<file path="src/mm4_pkg.sv">
// Shared constants and types for the 4x4 fixed-point matrix multiplier.
package mm4_pkg;

  localparam int DIM            = 4;
  localparam int DIM_BITS       = 2;
  localparam int NUM_ELEMS      = DIM * DIM;
  localparam int IDX_BITS       = 2 * DIM_BITS;
  localparam int SLOT_BITS      = IDX_BITS + 1;
  localparam int CNT_BITS       = IDX_BITS + DIM_BITS;
  localparam int FIELD_WIDTH    = 32;
  localparam int DEF_FRAC_BITS  = 16;
  localparam int DEF_ELEM_WIDTH = 32;
  localparam int QUEUE_DEPTH    = 2;
  localparam int PTR_BITS       = $clog2(QUEUE_DEPTH);

  localparam logic [SLOT_BITS-1:0] LAST_SLOT  = SLOT_BITS'(2 * NUM_ELEMS - 1);
  localparam logic [IDX_BITS-1:0]  LAST_INDEX = IDX_BITS'(NUM_ELEMS - 1);

  // One classified load transaction on its way to the compute side.
  typedef struct packed {
    logic                   start;
    logic                   right;
    logic [IDX_BITS-1:0]    addr;
    logic [FIELD_WIDTH-1:0] data;
  } job_t;

  typedef enum logic {
    BK_LOAD,
    BK_RUN
  } back_state_t;

  typedef struct packed {
    logic busy;
    logic pipe_active;
  } back_status_t;

endpackage

</file>
<file path="src/mm4_if.sv">
// Channel interfaces: element loads in, result elements out.
interface mm4_in_if import mm4_pkg::*; ();
  logic                          valid;
  logic                          ready;
  logic [SLOT_BITS-1:0]          slot;
  logic signed [FIELD_WIDTH-1:0] element;

  modport source (output valid, slot, element, input ready);
  modport sink (input valid, slot, element, output ready);
endinterface

interface mm4_out_if import mm4_pkg::*; ();
  logic                          valid;
  logic                          ready;
  logic [IDX_BITS-1:0]           out_index;
  logic signed [FIELD_WIDTH-1:0] product_value;
  logic                          last;

  modport source (output valid, out_index, product_value, last, input ready);
  modport sink (input valid, out_index, product_value, last, output ready);
endinterface

</file>
<file path="src/mm4_front.sv">
// Load front end: registers each transaction and tags its matrix, entry and start flag.
module mm4_front import mm4_pkg::*; (
  input  logic  clk,
  input  logic  rst,
  mm4_in_if.sink load,
  output logic  job_valid,
  input  logic  job_ready,
  output job_t  job
);

  logic held;
  job_t job_reg;

  assign load.ready = !held || job_ready;
  assign job_valid  = held;
  assign job        = job_reg;

  always_ff @(posedge clk) begin
    if (rst) begin
      held <= 1'b0;
    end else if (load.ready) begin
      held <= load.valid;
    end
  end

  always_ff @(posedge clk) begin
    if (load.valid && load.ready) begin
      job_reg.start <= (load.slot == LAST_SLOT);
      job_reg.right <= load.slot[SLOT_BITS-1];
      job_reg.addr  <= load.slot[IDX_BITS-1:0];
      job_reg.data  <= load.element;
    end
  end

endmodule

</file>
<file path="src/mm4_queue.sv">
// Short FIFO of classified loads between the front end and the compute side.
module mm4_queue import mm4_pkg::*; (
  input  logic clk,
  input  logic rst,
  input  logic in_valid,
  output logic in_ready,
  input  job_t in_job,
  output logic out_valid,
  input  logic out_ready,
  output job_t out_job
);

  job_t                entries [QUEUE_DEPTH];
  logic [PTR_BITS-1:0] wr_ptr;
  logic [PTR_BITS-1:0] rd_ptr;
  logic [PTR_BITS:0]   count;
  logic                push;
  logic                pop;

  assign in_ready  = (count != (PTR_BITS + 1)'(QUEUE_DEPTH));
  assign out_valid = (count != '0);
  assign push      = in_valid && in_ready;
  assign pop       = out_valid && out_ready;
  assign out_job   = entries[rd_ptr];

  always_ff @(posedge clk) begin
    if (rst) begin
      wr_ptr <= '0;
      rd_ptr <= '0;
      count  <= '0;
    end else begin
      if (push) begin
        wr_ptr <= (wr_ptr == PTR_BITS'(QUEUE_DEPTH - 1)) ? '0 : wr_ptr + 1'b1;
      end
      if (pop) begin
        rd_ptr <= (rd_ptr == PTR_BITS'(QUEUE_DEPTH - 1)) ? '0 : rd_ptr + 1'b1;
      end
      if (push && !pop) begin
        count <= count + 1'b1;
      end else if (pop && !push) begin
        count <= count - 1'b1;
      end
    end
  end

  always_ff @(posedge clk) begin
    if (push) begin
      entries[wr_ptr] <= in_job;
    end
  end

endmodule

</file>
<file path="src/mm4_back.sv">
// Compute side: matrix stores, one multiply-accumulate pipeline and the result register.
module mm4_back import mm4_pkg::*; #(
  parameter int FRAC_BITS  = DEF_FRAC_BITS,
  parameter int ELEM_WIDTH = DEF_ELEM_WIDTH
) (
  input  logic         clk,
  input  logic         rst,
  input  logic         job_valid,
  output logic         job_ready,
  input  job_t         job,
  mm4_out_if.source    result,
  output back_status_t status
);

  localparam int PROD_W = 2 * ELEM_WIDTH;
  localparam int ACC_W  = PROD_W + 2;
  localparam logic signed [ACC_W-1:0] MAX_ACC =
    {{(ACC_W - ELEM_WIDTH + 1){1'b0}}, {(ELEM_WIDTH - 1){1'b1}}};
  localparam logic signed [ACC_W-1:0] MIN_ACC = ~MAX_ACC;

  logic [ELEM_WIDTH-1:0] left_mem  [NUM_ELEMS];
  logic [ELEM_WIDTH-1:0] right_mem [NUM_ELEMS];

  back_state_t         state, state_next;
  logic [CNT_BITS-1:0] cnt, cnt_next;
  logic                issue;
  logic                adv;

  logic [DIM_BITS-1:0] term_i;
  logic [DIM_BITS-1:0] row;
  logic [DIM_BITS-1:0] col;

  logic                         s1_v, s2_v, s3_v;
  logic [DIM_BITS-1:0]          s1_i, s2_i;
  logic [IDX_BITS-1:0]          s1_k, s2_k, s3_k;
  logic signed [ELEM_WIDTH-1:0] a_q, b_q;
  logic signed [PROD_W-1:0]     prod;
  logic signed [ACC_W-1:0]      prod_ext, term, acc_base, sum, acc;
  logic signed [ELEM_WIDTH-1:0] sat_val;

  logic                          out_valid;
  logic [IDX_BITS-1:0]           out_index;
  logic signed [FIELD_WIDTH-1:0] product_value;
  logic                          last;

  // counter walks col, row, then the four terms of each dot product
  assign term_i = cnt[DIM_BITS-1:0];
  assign row    = cnt[IDX_BITS-1:DIM_BITS];
  assign col    = cnt[CNT_BITS-1:IDX_BITS];

  // the whole pipeline advances only when the result register can take a value
  assign adv = !out_valid || result.ready;

  always_ff @(posedge clk) begin
    if (rst) begin
      state <= BK_LOAD;
      cnt   <= '0;
    end else begin
      state <= state_next;
      cnt   <= cnt_next;
    end
  end

  always_comb begin
    state_next = state;
    cnt_next   = cnt;
    job_ready  = 1'b0;
    issue      = 1'b0;
    case (state)
      BK_LOAD: begin
        job_ready = 1'b1;
        if (job_valid && job.start) begin
          state_next = BK_RUN;
          cnt_next   = '0;
        end
      end
      BK_RUN: begin
        if (adv) begin
          issue    = 1'b1;
          cnt_next = cnt + 1'b1;
          if (&cnt) begin
            state_next = BK_LOAD;
          end
        end
      end
      default: begin
        state_next = BK_LOAD;
      end
    endcase
  end

  always_ff @(posedge clk) begin
    if (job_valid && job_ready) begin
      if (job.right) begin
        right_mem[job.addr] <= job.data[ELEM_WIDTH-1:0];
      end else begin
        left_mem[job.addr] <= job.data[ELEM_WIDTH-1:0];
      end
    end
  end

  always_ff @(posedge clk) begin
    if (adv) begin
      a_q <= left_mem[{term_i, row}];
      b_q <= right_mem[{col, term_i}];
    end
  end

  assign prod_ext = {{2{prod[PROD_W-1]}}, prod};
  assign term     = prod_ext >>> FRAC_BITS;
  assign acc_base = (s2_i == '0) ? '0 : acc;
  assign sum      = acc_base + term;

  always_comb begin
    if (acc > MAX_ACC) begin
      sat_val = MAX_ACC[ELEM_WIDTH-1:0];
    end else if (acc < MIN_ACC) begin
      sat_val = MIN_ACC[ELEM_WIDTH-1:0];
    end else begin
      sat_val = acc[ELEM_WIDTH-1:0];
    end
  end

  always_ff @(posedge clk) begin
    if (rst) begin
      s1_v      <= 1'b0;
      s2_v      <= 1'b0;
      s3_v      <= 1'b0;
      out_valid <= 1'b0;
    end else if (adv) begin
      s1_v      <= issue;
      s2_v      <= s1_v;
      s3_v      <= s2_v && (s2_i == DIM_BITS'(DIM - 1));
      out_valid <= s3_v;
    end
  end

  always_ff @(posedge clk) begin
    if (adv) begin
      s1_i <= term_i;
      s1_k <= {col, row};
      s2_i <= s1_i;
      s2_k <= s1_k;
      prod <= a_q * b_q;
      s3_k <= s2_k;
      if (s2_v) begin
        acc <= sum;
      end
      if (s3_v) begin
        out_index     <= s3_k;
        product_value <= FIELD_WIDTH'(sat_val);
        last          <= (s3_k == LAST_INDEX);
      end
    end
  end

  assign result.valid         = out_valid;
  assign result.out_index     = out_index;
  assign result.product_value = product_value;
  assign result.last          = last;

  assign status.busy        = (state == BK_RUN);
  assign status.pipe_active = s1_v || s2_v || s3_v;

endmodule

</file>
<file path="src/matrix_multiply_4x4.sv">
// 4x4 fixed-point matrix multiplier, column-major A times B with saturated results.
// Loads are taken one per cycle, unless the load channel stalls, into a front register
// and a two-entry queue; the compute side drains them into two 16-entry stores. A
// load of slot 31 starts a product, run on a single multiply-accumulate pipeline fed
// by one read of each store per cycle while the result channel does not stall. Each of
// the sixteen result elements sums four terms; the terms pass the read, multiply and
// accumulate registers, and each finished sum the result register. While a product
// runs, further loads collect in the queue and the front register, then stall the load
// channel until the product has been issued. A stall on the result channel holds the
// whole pipeline. No clearing pass is needed after reset.
module matrix_multiply_4x4 import mm4_pkg::*; #(
  parameter int FRAC_BITS  = DEF_FRAC_BITS,
  parameter int ELEM_WIDTH = DEF_ELEM_WIDTH
) (
  input  logic      clk,
  input  logic      rst,
  mm4_in_if.sink    load,
  mm4_out_if.source result
);

  logic         fq_valid, fq_ready;
  job_t         fq_job;
  logic         qb_valid, qb_ready;
  job_t         qb_job;
  back_status_t status;

  mm4_front u_front (
    .clk       (clk),
    .rst       (rst),
    .load      (load),
    .job_valid (fq_valid),
    .job_ready (fq_ready),
    .job       (fq_job)
  );

  mm4_queue u_queue (
    .clk       (clk),
    .rst       (rst),
    .in_valid  (fq_valid),
    .in_ready  (fq_ready),
    .in_job    (fq_job),
    .out_valid (qb_valid),
    .out_ready (qb_ready),
    .out_job   (qb_job)
  );

  mm4_back #(
    .FRAC_BITS  (FRAC_BITS),
    .ELEM_WIDTH (ELEM_WIDTH)
  ) u_back (
    .clk       (clk),
    .rst       (rst),
    .job_valid (qb_valid),
    .job_ready (qb_ready),
    .job       (qb_job),
    .result    (result),
    .status    (status)
  );

  a_start_runs: assert property (@(posedge clk) disable iff (rst)
    (qb_valid && qb_ready && qb_job.start) |=> status.busy)
    else $error("start transaction did not begin a product");

  a_busy_blocks_loads: assert property (@(posedge clk) disable iff (rst)
    status.busy |-> !qb_ready)
    else $error("store written while a product is being issued");

  a_drain_after_issue: assert property (@(posedge clk) disable iff (rst)
    $fell(status.busy) |-> status.pipe_active)
    else $error("pipeline empty right after the last issue");

  a_last_marks_final: assert property (@(posedge clk) disable iff (rst)
    result.valid |-> (result.last == (result.out_index == LAST_INDEX)))
    else $error("last flag does not match the final result position");

endmodule

</file>
<file path="src/flat_wrapper.sv">
// flat-port wrapper written by rule: the top's interface ports become plain ports
module matrix_multiply_4x4_flat import mm4_pkg::*;
#(
  parameter int FRAC_BITS  = DEF_FRAC_BITS,
  parameter int ELEM_WIDTH = DEF_ELEM_WIDTH
)
  (clk, rst, load_valid, load_slot, load_element, load_ready, result_valid, result_out_index, result_product_value, result_last, result_ready);
  mm4_in_if load_i ();
  mm4_out_if result_i ();
  input  logic clk;
  input  logic rst;
  input wire logic [$bits(load_i.valid)-1:0] load_valid;
  input wire logic [$bits(load_i.slot)-1:0] load_slot;
  input wire logic [$bits(load_i.element)-1:0] load_element;
  output wire logic [$bits(load_i.ready)-1:0] load_ready;
  output wire logic [$bits(result_i.valid)-1:0] result_valid;
  output wire logic [$bits(result_i.out_index)-1:0] result_out_index;
  output wire logic [$bits(result_i.product_value)-1:0] result_product_value;
  output wire logic [$bits(result_i.last)-1:0] result_last;
  input wire logic [$bits(result_i.ready)-1:0] result_ready;
  assign load_i.valid = load_valid;
  assign load_i.slot = load_slot;
  assign load_i.element = load_element;
  assign load_ready = load_i.ready;
  assign result_valid = result_i.valid;
  assign result_out_index = result_i.out_index;
  assign result_product_value = result_i.product_value;
  assign result_last = result_i.last;
  assign result_i.ready = result_ready;
  matrix_multiply_4x4 #(.FRAC_BITS(FRAC_BITS), .ELEM_WIDTH(ELEM_WIDTH)) u_core (.clk(clk), .rst(rst), .load(load_i), .result(result_i));
endmodule
</file>
<file path="config.mk">
export PLATFORM = sky130hd
export DESIGN_NAME = matrix_multiply_4x4_flat
export DESIGN_NICKNAME = d
export VERILOG_FILES = /design/src/mm4_pkg.sv /design/src/mm4_if.sv /design/src/mm4_front.sv /design/src/mm4_queue.sv /design/src/mm4_back.sv /design/src/matrix_multiply_4x4.sv /design/src/flat_wrapper.sv
export SDC_FILE = /design/constraint.sdc
export NUM_CORES = 2
export LEC_CHECK = 0
export BUFFER_PORTS_ARGS = -buffer_cell sky130_fd_sc_hd__buf_4
export CAP_MARGIN = 20
export CORE_AREA = 2 2 392 394
export DETAILED_ROUTE_END_ITERATION = 7
export DIE_AREA = 0 0 394 396
export GPL_TIMING_DRIVEN = 0
export PLACE_DENSITY_LB_ADDON = 0.2
export SETUP_SLACK_MARGIN = 0.15
export SYNTH_ARGS = -nofsm -noshare
export SYNTH_HDL_FRONTEND = slang
export SYNTH_HIERARCHICAL = 1
export SYNTH_SLANG_ARGS = --single-unit
export TNS_END_PERCENT = 100
</file>
<file path="constraint.sdc">
create_clock -name clk -period 9.1 [get_ports clk]
set_input_delay 0.455 -clock clk [delete_from_list [all_inputs] [get_ports clk]]
set_output_delay 0.455 -clock clk [all_outputs]
set_load 0.01 [all_outputs]
</file>
==> results.md <==
- Max-Slew Margin vs Limit: 0.270
- I/O pin count: 80
- Final Net Count: 8186
- R2r startpoint: u_core/u_back/b_q[15]
- Vert. Die Dim: 396 µm
- Top Registers: u_core/u_back/left_mem x512, u_core/u_back/right_mem x512, u_core/u_queue/entries x76
- Mean number of vias per cell: 6.06
- GR Overflow Total: 0
- Post-synthesis cell area: 90400 µm²
- Starting density of the core: 0.596
- Total Routed Length: 256 mm
- Critical path required time: 9.75 ns
- Average wire per standard cell: 28.6 µm
- Max-cap violations: 0
- RSZ-0062 raised after global routing: false
- Filler cells: 10700
- Die footprint: 156000 µm²
- Worst Max-Slew Pin Slew: 1.09 ns
- Setup-failing EPs final: 0
- Fin crit period: 8.76 ns
- Post-DP HPWL: 193 mm
- First-pass GRT wire length: 381 mm
- Area of the multi-input gates: 44200 µm²
- Average cell area after synthesis: 14.0 µm²
- Skew-Pair Late Insertion Delay: 0.80 ns
- Most frequent cells in the layout: 1369 x edfxtp_1, 1079 x fa_1, 1018 x inv_1
- Most used cell, CP: fa_1
- Worst setup path end: u_core/u_back/prod[60]
- Clock sinks: 1386
- GPL Wtd Cong: 1.05
- Placed Area: 94800 µm²
- Crit path kind: reg -> reg
- Finished Core Util: 0.662
- Reg2reg end: u_core/u_back/prod[60]
- Initial DRC Count: 5097
- Row count: 143
- Max-slew violations: 0
- Storage cell area: 41400 µm²
- Number of buffers created by CTS: 139
- Status: finished clean
- Maximum clock frequency: 114 MHz
- Fin. Hold Viols: 0
- Antenna Nets Post-Route: 0
- Routed vias: 54300
- Worst setup SP type: flop
- Syn Nets: 7832
- Slowest cell on crit path: edfxtp_1
- Clock skew: 0.0696 ns
- Clk slew on worst S/H paths: 0.06 ns
- Total number of H-tree levels: 4
- WHS: 0.163 ns
- Area grow syn2layout: 11.0%
- Via count of the first global-routing pass: 57400
- Delay of the slowest critical-path stage: 0.68 ns
- Gr usage total: 0.339
- Worst setup path start: u_core/u_back/b_q[15]
- TritonCTS clock tree: built
- Critical path cell sequence: clkbuf_1 > and2_1 > fa_1 > fa_1 > inv_1 > fa_1 > fa_1 > inv_1 > fa_1 > fa_1 > fa_1 > fa_1 > ha_1 > and3_1 > nand4_1 > or3_1 > a2bb2oi_1 > o2111ai_4 > and2_4 > a311oi_4 > o21ai_2 > or4b_1 > nand3_1
- Reg2reg setup slack: 0.34 ns
- Post-Synthesis Cells: 6462
- Root Buffer: clkbuf_16
- Largest net degree at the start of global routing: 80
- Clock Tree Buf Depth: 3
- DRT Pass-1 Iters: 5
- Ratio of cells with drive above 1 in the final layout: 0.129
- Crit path DAT: 9.41 ns
- Synth Warn #: 6
- # DRC: 0
- Commonest non-fill, non-tap cell in the layout: edfxtp_1
- Crit-path max FO: 10
- Die X: 394 µm
- Final instance area: 100000 µm²
- Antenna violations before repair: 9
- Port-buffer cells: 79
- CP endpoint kind: flop
- CORE AREA: 152000 µm²
- Hold crit path type: in -> reg
- R2R cell count: 23
- Fin crit share: 0.962
-- metrics by stage --
step | std cells | setup TNS, ns | setup WS [ns]
after floorplan | 6462 | 0 | 1.25
after CTS | 8933 | 0 | 0.139
final | 8967 | 0 | 0.341
after detailed placement | 8637 | -5.26 | -0.735
after global placement | 8571 | -4.45 | -0.684
after global routing | 8962 | 0 | 0.145
-- worst min path at each step --
| stage | start | end | slack (ns) | cells past startpoint |
|---|---|---|---|---|
| after CTS | result_ready | u_core/u_back/s1_v | 0.12 | 4 |
| after global placement | u_core/u_back/s2_k[2] | u_core/u_back/s3_k[2] | 0.40 | 0 |
| after floorplan | u_core/u_back/s1_i[0] | u_core/u_back/s2_i[0] | 0.40 | 0 |
| after detailed placement | u_core/u_back/s1_k[3] | u_core/u_back/s2_k[3] | 0.40 | 0 |
| after global routing | result_ready | u_core/u_back/s3_v | 0.15 | 4 |
| final | result_ready | u_core/u_back/s1_v | 0.16 | 4 |
-- repair_timing --
action	CTS	global route
endpoints found under the setup margin	19	15
hold buffers	39	0
setup buffers	1	15
pin swaps	1	4
endpoints found under the hold margin	44	0
gates resized for setup	39	142
-- layer usage --
metal	global-route usage	up-vias	share of wire
li1	-	22400	-
met1	0.445	28300	0.37
met2	0.564	2971	0.49
met3	0.0614	630	0.088
met4	0.143	10	0.049
met5	0	-	0.00030
-- worst max-delay path, delay by kind of cell (launching register included) --
family | cells | cell delay (ns)
and+or+nand+nor | 7 | 1.71
AOI/OAI and AO/OA | 4 | 1.06
DFF | 1 | 0.68
buffers and inverters | 3 | 0.77
adders and majority gates | 9 | 4.37
-- area by class of cell --
type / instances / share of cell area
Multi-Input combinational cell: 3738 / 0.440
Inverter: 1020 / 0.0382
Timing Repair Buffer: 213 / 0.0235
Tap cell: 2030 / 0.0253
Antenna cell: 6 / 0.000150
Sequential cell: 1386 / 0.413
Clock inverter: 73 / 0.00898
Clock buffer: 183 / 0.0369
Buffer: 318 / 0.0135
Power is left out: the tool's default activity adds up to more than one toggle a clock period on the data nets, which glitch-free logic cannot reach.
